### config.mk
export PLATFORM = sky130hd
export DESIGN_NAME = serial_image_load_framer
export DESIGN_NICKNAME = d
export VERILOG_FILES = /design/src/silf_pkg.sv /design/src/silf_pct_div.sv /design/src/serial_image_load_framer.sv
export VERILOG_INCLUDE_DIRS = /design/src /design/src/src
export SDC_FILE = /design/constraint.sdc
export NUM_CORES = 1
export LEC_CHECK = 0
export BUFFER_PORTS_ARGS = -buffer_cell sky130_fd_sc_hd__buf_2
export CAP_MARGIN = 15
export CORE_MARGIN = 3
export CORE_UTILIZATION = 42
export DETAILED_ROUTE_END_ITERATION = 16
export PLACE_DENSITY = 0.61
export SLEW_MARGIN = 20
export SYNTH_ARGS = -nofsm -noshare
export SYNTH_HDL_FRONTEND = slang
export SYNTH_SLANG_ARGS = --single-unit
### constraint.sdc
create_clock -name clk_i -period 6.5 [get_ports clk_i]
set_clock_uncertainty 0.1 [all_clocks]
set_input_delay 1.3 -clock clk_i [delete_from_list [all_inputs] [get_ports clk_i]]
set_output_delay 1.3 -clock clk_i [all_outputs]
set_load 0.005 [all_outputs]
### src/serial_image_load_framer_macros.svh
// ----------------------------------------------------------------------------
// Serial image load framer assertion macros
// Concurrent assertion helpers shared by the framer RTL files.
// ----------------------------------------------------------------------------
`ifndef SERIAL_IMAGE_LOAD_FRAMER_MACROS_SVH
`define SERIAL_IMAGE_LOAD_FRAMER_MACROS_SVH
`ifndef SYNTH
`define SILF_ASSERT(lbl, prop, msg) \
  lbl: assert property (@(posedge clk_i) disable iff (!rst_ni) prop) else $error(msg);
`define SILF_NEVER(lbl, expr, msg) \
  lbl: assert property (@(posedge clk_i) disable iff (!rst_ni) !(expr)) else $error(msg);
`else
`define SILF_ASSERT(lbl, prop, msg)
`define SILF_NEVER(lbl, expr, msg)
`endif
`endif

### src/silf_pkg.sv
// ----------------------------------------------------------------------------
// Serial image load framer package
// Result codes, register indexes, result types and the percent helper.
// ----------------------------------------------------------------------------
`default_nettype none

package silf_pkg;

  localparam int unsigned PCT_W = 7;
  localparam int unsigned CFG_IDX_W = 8;

  localparam logic [PCT_W-1:0] PCT_FULL = 7'd100;
  localparam logic [PCT_W-1:0] PCT_NONE = 7'd127;

  localparam logic [1:0] HDR_LAST = 2'd3;

  localparam logic [1:0] STAT_HEADER = 2'd0;
  localparam logic [1:0] STAT_BAD_MAGIC = 2'd1;
  localparam logic [1:0] STAT_DATA = 2'd2;
  localparam logic [1:0] STAT_EMPTY = 2'd3;

  localparam logic [CFG_IDX_W-1:0] CFG_MAGIC_WORD = 8'd0;
  localparam logic [CFG_IDX_W-1:0] CFG_LOAD_BASE = 8'd1;

  typedef struct packed {
    logic [1:0]       status;
    logic [63:0]      addr;
    logic [7:0]       data;
    logic             pvalid;
    logic [PCT_W-1:0] pct;
    logic             done;
  } result_t;

  typedef struct packed {
    logic             busy;
    logic             done;
    logic [PCT_W-1:0] quotient;
  } div_res_t;

  function automatic logic is_tenth(input logic [PCT_W-1:0] p);
    is_tenth = (p == 7'd0) || (p == 7'd10) || (p == 7'd20) || (p == 7'd30) ||
               (p == 7'd40) || (p == 7'd50) || (p == 7'd60) || (p == 7'd70) ||
               (p == 7'd80) || (p == 7'd90) || (p == 7'd100) || (p == 7'd110) ||
               (p == 7'd120);
  endfunction

endpackage

`default_nettype wire

### src/silf_pct_div.sv
// ----------------------------------------------------------------------------
// Serial percent divider
// Restoring divider that develops one quotient bit per cycle. The quotient
// is known to stay below 128, so seven steps cover it.
// ----------------------------------------------------------------------------
`default_nettype none
`include "serial_image_load_framer_macros.svh"

module silf_pct_div #(
  parameter int unsigned LB = 32
) (
  input  wire logic                            clk_i,
  input  wire logic                            rst_ni,
  input  wire logic                            start_i,
  input  wire logic [LB+silf_pkg::PCT_W-1:0]   dividend_i,
  input  wire logic [LB-1:0]                   divisor_i,
  output silf_pkg::div_res_t                   res_o
);

  localparam int unsigned DW = LB + silf_pkg::PCT_W;
  localparam int unsigned QW = silf_pkg::PCT_W;
  localparam int unsigned CW = $clog2(QW);

  logic [DW-1:0] rem_q, rem_d;
  logic [DW-1:0] dsh_q, dsh_d;
  logic [LB-1:0] divisor_q, divisor_d;
  logic [QW-1:0] quo_q, quo_d;
  logic [CW-1:0] cnt_q, cnt_d;
  logic          busy_q, busy_d;
  logic          done_q, done_d;
  logic          ge;

  assign ge = rem_q >= dsh_q;

  always_comb begin
    rem_d = rem_q;
    dsh_d = dsh_q;
    divisor_d = divisor_q;
    quo_d = quo_q;
    cnt_d = cnt_q;
    busy_d = busy_q;
    done_d = 1'b0;
    if (start_i) begin
      rem_d = dividend_i;
      dsh_d = {1'b0, divisor_i, {(QW-1){1'b0}}};
      divisor_d = divisor_i;
      quo_d = '0;
      cnt_d = '0;
      busy_d = 1'b1;
    end else if (busy_q) begin
      if (ge) begin
        rem_d = rem_q - dsh_q;
      end
      quo_d = {quo_q[QW-2:0], ge};
      dsh_d = dsh_q >> 1;
      cnt_d = cnt_q + CW'(1);
      if (cnt_q == CW'(QW-1)) begin
        busy_d = 1'b0;
        done_d = 1'b1;
      end
    end
  end

  always_ff @(posedge clk_i or negedge rst_ni) begin
    if (!rst_ni) begin
      busy_q <= 1'b0;
      done_q <= 1'b0;
      cnt_q <= '0;
    end else begin
      busy_q <= busy_d;
      done_q <= done_d;
      cnt_q <= cnt_d;
    end
  end

  always_ff @(posedge clk_i) begin
    rem_q <= rem_d;
    dsh_q <= dsh_d;
    divisor_q <= divisor_d;
    quo_q <= quo_d;
  end

  assign res_o.busy = busy_q;
  assign res_o.done = done_q;
  assign res_o.quotient = quo_q;

  `SILF_ASSERT(a_start_when_free, start_i |-> !busy_q, "divider started while busy")
  `SILF_ASSERT(a_divisor_nonzero, busy_q |-> (divisor_q != '0), "divide by zero length")
  `SILF_ASSERT(a_quotient_range, done_q |-> (quo_q <= silf_pkg::PCT_FULL), "percent above full")

endmodule

`default_nettype wire

### src/serial_image_load_framer.sv
// ----------------------------------------------------------------------------
// Serial image load framer
// Frames a boot image received one byte per item: magic word check, image
// length, then one memory write per data byte with ten-percent progress.
//
//   Channel   Dir  Handshake                    Content
//   s_axis    in   tvalid/tready                tdata: rx byte
//   m_axis    out  tvalid/tready                tdata: address, data, percent
//                                               tuser: status, progress flag
//                                               tlast: load complete
//   cfg       in   cfg_we_i                     0 magic word, 1 load base
//
// A header byte passes through S_IDLE and S_FIN; a data byte also passes through
// S_DIV, where the seven-step serial divider forms the progress percent.
// Reset clears all control state and the registers; no clearing pass.
// A result waits in the output register while the next item is accepted;
// the item after that waits until the output register is free.
// ----------------------------------------------------------------------------
`default_nettype none
`include "serial_image_load_framer_macros.svh"

module serial_image_load_framer #(
  parameter int unsigned LENGTH_BITS = 32
) (
  input  wire logic                             clk_i,
  input  wire logic                             rst_ni,
  input  wire logic                             cfg_we_i,
  input  wire logic [silf_pkg::CFG_IDX_W-1:0]   cfg_idx_i,
  input  wire logic [63:0]                      cfg_data_i,
  input  wire logic                             s_axis_tvalid,
  output      logic                             s_axis_tready,
  input  wire logic [7:0]                       s_axis_tdata,  // [7:0] rx_byte
  output      logic                             m_axis_tvalid,
  input  wire logic                             m_axis_tready,
  // [63:0] write_addr, [71:64] write_data, [78:72] progress_percent, [79] zero
  output      logic [79:0]                      m_axis_tdata,
  output      logic [2:0]                       m_axis_tuser,  // [1:0] status, [2] progress_valid
  output      logic                             m_axis_tlast   // done_res
);

  localparam int unsigned LB = LENGTH_BITS;
  localparam int unsigned DW = LB + silf_pkg::PCT_W;

  typedef enum logic [1:0] {
    S_IDLE,
    S_DIV,
    S_FIN
  } state_e;

  typedef enum logic [1:0] {
    PH_MAGIC,
    PH_LENGTH,
    PH_DATA
  } phase_e;

  state_e state_q, state_d;
  phase_e phase_q, phase_d;
  logic [1:0] hdr_cnt_q, hdr_cnt_d;
  logic [31:0] magic_sr_q, magic_sr_d;
  logic [31:0] len_sr_q, len_sr_d;
  logic [LB-1:0] idx_q, idx_d;
  logic [silf_pkg::PCT_W-1:0] last_pct_q, last_pct_d;
  logic [31:0] magic_word_q;
  logic [63:0] load_base_q;
  silf_pkg::result_t res_q, res_d;
  silf_pkg::result_t out_q, out_d;
  logic m_valid_q, m_valid_d;

  logic [31:0] magic_shift;
  logic [31:0] len_shift;
  logic [LB-1:0] idx_next;
  logic [DW-1:0] dividend;
  logic div_start;
  silf_pkg::div_res_t div_res;

  assign magic_shift = {s_axis_tdata, magic_sr_q[31:8]};
  assign len_shift = {s_axis_tdata, len_sr_q[31:8]};
  assign idx_next = idx_q + LB'(1);
  assign dividend = DW'(idx_next) * DW'(silf_pkg::PCT_FULL);
  assign s_axis_tready = (state_q == S_IDLE);

  silf_pct_div #(
    .LB (LB)
  ) u_div (
    .clk_i      (clk_i),
    .rst_ni     (rst_ni),
    .start_i    (div_start),
    .dividend_i (dividend),
    .divisor_i  (len_sr_q[LB-1:0]),
    .res_o      (div_res)
  );

  always_comb begin
    state_d = state_q;
    phase_d = phase_q;
    hdr_cnt_d = hdr_cnt_q;
    magic_sr_d = magic_sr_q;
    len_sr_d = len_sr_q;
    idx_d = idx_q;
    last_pct_d = last_pct_q;
    res_d = res_q;
    out_d = out_q;
    m_valid_d = m_valid_q && !m_axis_tready;
    div_start = 1'b0;
    case (state_q)
      S_IDLE: begin
        if (s_axis_tvalid) begin
          res_d = '0;
          state_d = S_FIN;
          case (phase_q)
            PH_LENGTH: begin
              len_sr_d = len_shift;
              if (hdr_cnt_q == silf_pkg::HDR_LAST) begin
                hdr_cnt_d = '0;
                idx_d = '0;
                last_pct_d = silf_pkg::PCT_NONE;
                if (len_shift[LB-1:0] == '0) begin
                  res_d.status = silf_pkg::STAT_EMPTY;
                  res_d.done = 1'b1;
                  phase_d = PH_MAGIC;
                end else begin
                  phase_d = PH_DATA;
                end
              end else begin
                hdr_cnt_d = hdr_cnt_q + 2'd1;
              end
            end
            PH_DATA: begin
              res_d.status = silf_pkg::STAT_DATA;
              res_d.addr = load_base_q + 64'(idx_q);
              res_d.data = s_axis_tdata;
              div_start = 1'b1;
              state_d = S_DIV;
            end
            default: begin
              magic_sr_d = magic_shift;
              phase_d = PH_MAGIC;
              if (hdr_cnt_q == silf_pkg::HDR_LAST) begin
                hdr_cnt_d = '0;
                if (magic_shift != magic_word_q) begin
                  res_d.status = silf_pkg::STAT_BAD_MAGIC;
                end else begin
                  phase_d = PH_LENGTH;
                end
              end else begin
                hdr_cnt_d = hdr_cnt_q + 2'd1;
              end
            end
          endcase
        end
      end
      S_DIV: begin
        if (div_res.done) begin
          if ((div_res.quotient != last_pct_q) && silf_pkg::is_tenth(div_res.quotient)) begin
            last_pct_d = div_res.quotient;
            res_d.pvalid = 1'b1;
            res_d.pct = div_res.quotient;
          end
          if (idx_next == len_sr_q[LB-1:0]) begin
            res_d.done = 1'b1;
            phase_d = PH_MAGIC;
            hdr_cnt_d = '0;
            idx_d = '0;
          end else begin
            idx_d = idx_next;
          end
          state_d = S_FIN;
        end
      end
      S_FIN: begin
        if (!m_valid_q || m_axis_tready) begin
          out_d = res_q;
          m_valid_d = 1'b1;
          state_d = S_IDLE;
        end
      end
      default: begin
        state_d = S_IDLE;
      end
    endcase
  end

  always_ff @(posedge clk_i or negedge rst_ni) begin
    if (!rst_ni) begin
      state_q <= S_IDLE;
      phase_q <= PH_MAGIC;
      hdr_cnt_q <= '0;
      magic_sr_q <= '0;
      len_sr_q <= '0;
      idx_q <= '0;
      last_pct_q <= silf_pkg::PCT_NONE;
      magic_word_q <= '0;
      load_base_q <= '0;
      res_q <= '0;
      out_q <= '0;
      m_valid_q <= 1'b0;
    end else begin
      state_q <= state_d;
      phase_q <= phase_d;
      hdr_cnt_q <= hdr_cnt_d;
      magic_sr_q <= magic_sr_d;
      len_sr_q <= len_sr_d;
      idx_q <= idx_d;
      last_pct_q <= last_pct_d;
      res_q <= res_d;
      out_q <= out_d;
      m_valid_q <= m_valid_d;
      if (cfg_we_i && (cfg_idx_i == silf_pkg::CFG_MAGIC_WORD)) begin
        magic_word_q <= cfg_data_i[31:0];
      end
      if (cfg_we_i && (cfg_idx_i == silf_pkg::CFG_LOAD_BASE)) begin
        load_base_q <= cfg_data_i;
      end
    end
  end

  assign m_axis_tvalid = m_valid_q;
  assign m_axis_tdata = {1'b0, out_q.pct, out_q.data, out_q.addr};
  assign m_axis_tuser = {out_q.pvalid, out_q.status};
  assign m_axis_tlast = out_q.done;

  `SILF_NEVER(a_no_accept_in_div, s_axis_tready && div_res.busy, "item accepted while dividing")
  `SILF_ASSERT(a_len_nonzero, (phase_q == PH_DATA) |-> (len_sr_q[LB-1:0] != '0), "zero length")
  `SILF_ASSERT(a_pct_range, out_q.pvalid |-> (out_q.pct <= silf_pkg::PCT_FULL), "bad percent")

endmodule

`default_nettype wire

==> impl_metrics.ini <==
[global_route]
grt_use_total = 0.219
grt_pass1_wl_um = 118000
grt_pass1_vias = 20741
antenna_found_initial = 3
grt_max_degree = 140
overflow = 0

[power]
p_leak_nw = 15.3
swShare = 0.396
power_density_nw_per_um2 = 402
ir_drop_uv = 331
pwr-share-seq = 0.358
power_mw = 12.4
switchingPower_mw = 4.92
clkPwrFrac = 0.233
pwr-share-comb = 0.409
p_int_mw = 7.51

[route]
wl_per_cell_um = 20.2
via_count = 20976
drt_iter0_markers = 1644
postRouteWirelength_um = 75900
vias_per_cell = 5.59
drc = 0
drtPass1Iterations = 5
ant_nets = 0

[timing]
finalCritPeriodShare = 0.926
final_hold_viol_count = 0
rsz0062_at_grt = no
min_period_ns = 6.02
slew_headroom = 0.296
fin_setup_tns_ns = 0
clock.fmax_ghz = 0.166
timing.final.max_slew_violations = 0
setup_violations = 0
tightestPinTransition_ns = 1.06

[logic_synthesis]
syn_avg_cell_area_um2 = 10.1
synthDistinctLibCells = 92
yosysTopAreaCell = dfrtp_1
syn-num-nets = 3016
syn_area_um2 = 27500
yosysWarnings = 0
synth_top_area_share = 0.330
ys_async_sr_fraction = 0.815
yosysSeqAreaShare = 0.423
ys_seq_elements = 453
synth_edf_count = 69
synth_cells = 2727
synth_common_cells = 362 x dfrtp_1, 269 x nand2_1, 230 x inv_1
synth-main-ff-cell = dfrtp_1
yosys-top-cells-area = dfrtp_1 33%, mux2_2 9.3%, ha_1 8.0%
yosysMostFrequentCell = dfrtp_1

[final_layout]
utilization = 0.479
drive_above_1_share = 0.194
num-nets-final = 3147
fillerInstances = 6050
area_growth_pct = 12.5
design_area_um2 = 30900

[placed_design]
hpwl_um = 56900
gp_congestion = 0.945
place_area_um2 = 29200
portBuffers = 169

[die]
core_area_um2 = 64600
die_area_um2 = 68500
dieHeight_um = 262
start_util = 0.426
io_pins = 171
die_w_um = 262
num_rows = 93

[critical_path]
startpoint_type = register
cp_common_cell = ha_1
critPathMaxStageDelay_ns = 0.50
worstPathCellList = ha_1, nand4_2, nor4_4, and2_1, xnor2_1, inv_1, ha_1, ha_1, inv_1, fa_1, inv_1, ha_1, a21oi_1, o21ai_0, a31oi_1, a21oi_1, a211o_1, o31a_1, a211o_1, a21oi_1, xor2_1, o22ai_1
critPathRequiredTime_ns = 6.71
arrival_ns = 6.22
end_kind = register
critPathSlowestCell = fa_1
path_class = reg -> reg
path_delay_family = compound AO/OA/AOI/OAI gates
critical_path_buf_inv_count = 3
r2r-start = idx_q[1]
startpoint = idx_q[1]
path_max_fanout = 8

[clock_tree]
clock_sinks = 453
cts_buffers = 51
clk_root_buffer_cell = clkbuf_16
clkSlewWorstSetupHoldPaths_ns = 0.06
htree_levels = 2
clkLatencyLatePin_ns = 0.60
cts_tree = built
clk_path_buf_depth = 3

[hold_path]
hold_start = res_q[12]
min_path_type = reg -> reg

[run]
drv_cap = 0

[status]
outcome = completed
==> final cells by class <==
type                       count  area, um2  area share
multi-input combinational   1920      14600       0.471
sequential                   453      11600       0.376
clock buffer                  72       1490      0.0480
timing repair buffer         201       1130      0.0365
tap                          855       1070      0.0346
inverter                     231        867      0.0280
clock inverter                21        195     0.00631
antenna                        2       5.00    0.000162
==> sequential cells by signal, summed over array words and instances, names as in the netlist, 2 cells and up <==
name / count
phase_q: 2
load_base_q: 64
hdr_cnt_q: 2
res_q: 83
u_div.dsh_q: 38
len_sr_q: 32
u_div.rem_q: 39
last_pct_q: 7
magic_word_q: 32
magic_sr_q: 24
u_div.quo_q: 7
state_q: 2
idx_q: 32
m_axis_tuser: 3
m_axis_tdata: 79
u_div.cnt_q: 3
==> power by group through the flow <==
stage | clock network, mW | registers, mW | logic (mW)
after floorplan | 0 | 4.21 | 3.72
after CTS | 2.97 | 4.45 | 5.07
after detailed placement | 0 | 4.51 | 5.03
final | 2.89 | 4.46 | 5.09
after global placement | 0 | 4.48 | 4.95
after global routing | 3.09 | 4.55 | 5.63
==> worst register-to-register path: cells and delay by family (launching register included) <==
kind | cells | cell delay (ns)
DFF | 1 | 0.46
adders and majority gates | 5 | 1.73
and+or+nand+nor | 3 | 0.89
AOI/OAI and AO/OA | 9 | 1.96
xor gates and xnor gates | 2 | 0.42
buffers and inverters | 3 | 0.18
==> routing by layer <==
metal,up-vias,global-route usage,share of wire,wire (um)
met2,570,0.350,0.46,35100
li1,9896,-,-,-
met4,4,0.0601,0.025,1860
met3,115,0.0391,0.065,4960
met5,-,0.0114,0.0017,126
met1,10391,0.305,0.45,33800
==> cell usage in the layout, fill, tap and decap left out, drive strengths merged, types with 14 or more instances in the layout <==
| cell | count |
|---|---|
| a211oi | 14 |
| a21o | 57 |
| a21oi | 108 |
| a22o | 18 |
| a31oi | 23 |
| and3 | 31 |
| and4 | 15 |
| buf | 201 |
| clkbuf | 72 |
| dfrtp | 362 |
| dfxtp | 15 |
| edfxtp | 69 |
| fa | 29 |
| ha | 175 |
| inv | 235 |
| mux2 | 226 |
| mux2i | 15 |
| nand2 | 269 |
| nand2b | 16 |
| nand3 | 103 |
| nand4 | 39 |
| nor2 | 106 |
| nor2b | 24 |
| nor3 | 35 |
| nor4 | 40 |
| o21a | 15 |
| o21ai | 159 |
| o22ai | 26 |
| xnor2 | 92 |
| xor2 | 124 |
==> cells by family (layout without fill, tap and decap cells) <==
logic type / Yosys count / in the layout / synth area share
AND/OR/NAND/NOR: 729 / 729 / 0.133
AO/OA/AOI/OAI: 525 / 525 / 0.122
flip-flops: 453 / 453 / 0.423
buffers and inverters: 354 / 525 / 0.0509
multiplexers: 241 / 241 / 0.0981
XOR/XNOR: 220 / 220 / 0.0722
adder cells (fa/ha/maj): 204 / 204 / 0.101
other: 1 / 3 / 0.000136
==> final timing paths <==
check	end	cells after the start	slack (ns)
worst max-delay path	u_div.rem_q[37]	22	0.48
worst min-delay path	res_q[12]	2	0.36
worst max register to register	u_div.rem_q[37]	22	0.48
worst min register to register	res_q[12]	2	0.36
max in group asynchronous	idx_q[1]	2	4.57
min in group asynchronous	m_axis_tdata[76]	1	0.51
==> timing repair <==
action | CTS | global route
endpoints found under the setup margin | 0 | 2
buffers inserted | 0 | 0
hold buffers | 0 | 0
gates resized for setup | 0 | 4
==> stage by stage <==
step | instances | hold slack [ns] | setup slack, ns
2_1_floorplan | 2727 | 0.335 | 0.946
3_3_place_gp | 3659 | 0.350 | 0.482
3_5_place_dp | 3659 | 0.357 | 0.383
4_1_cts | 3752 | 0.371 | 0.358
5_1_grt | 3753 | 0.386 | 0.113
6_report | 3755 | 0.362 | 0.481
No activity file was read; power rests on OpenSTA's default activity.
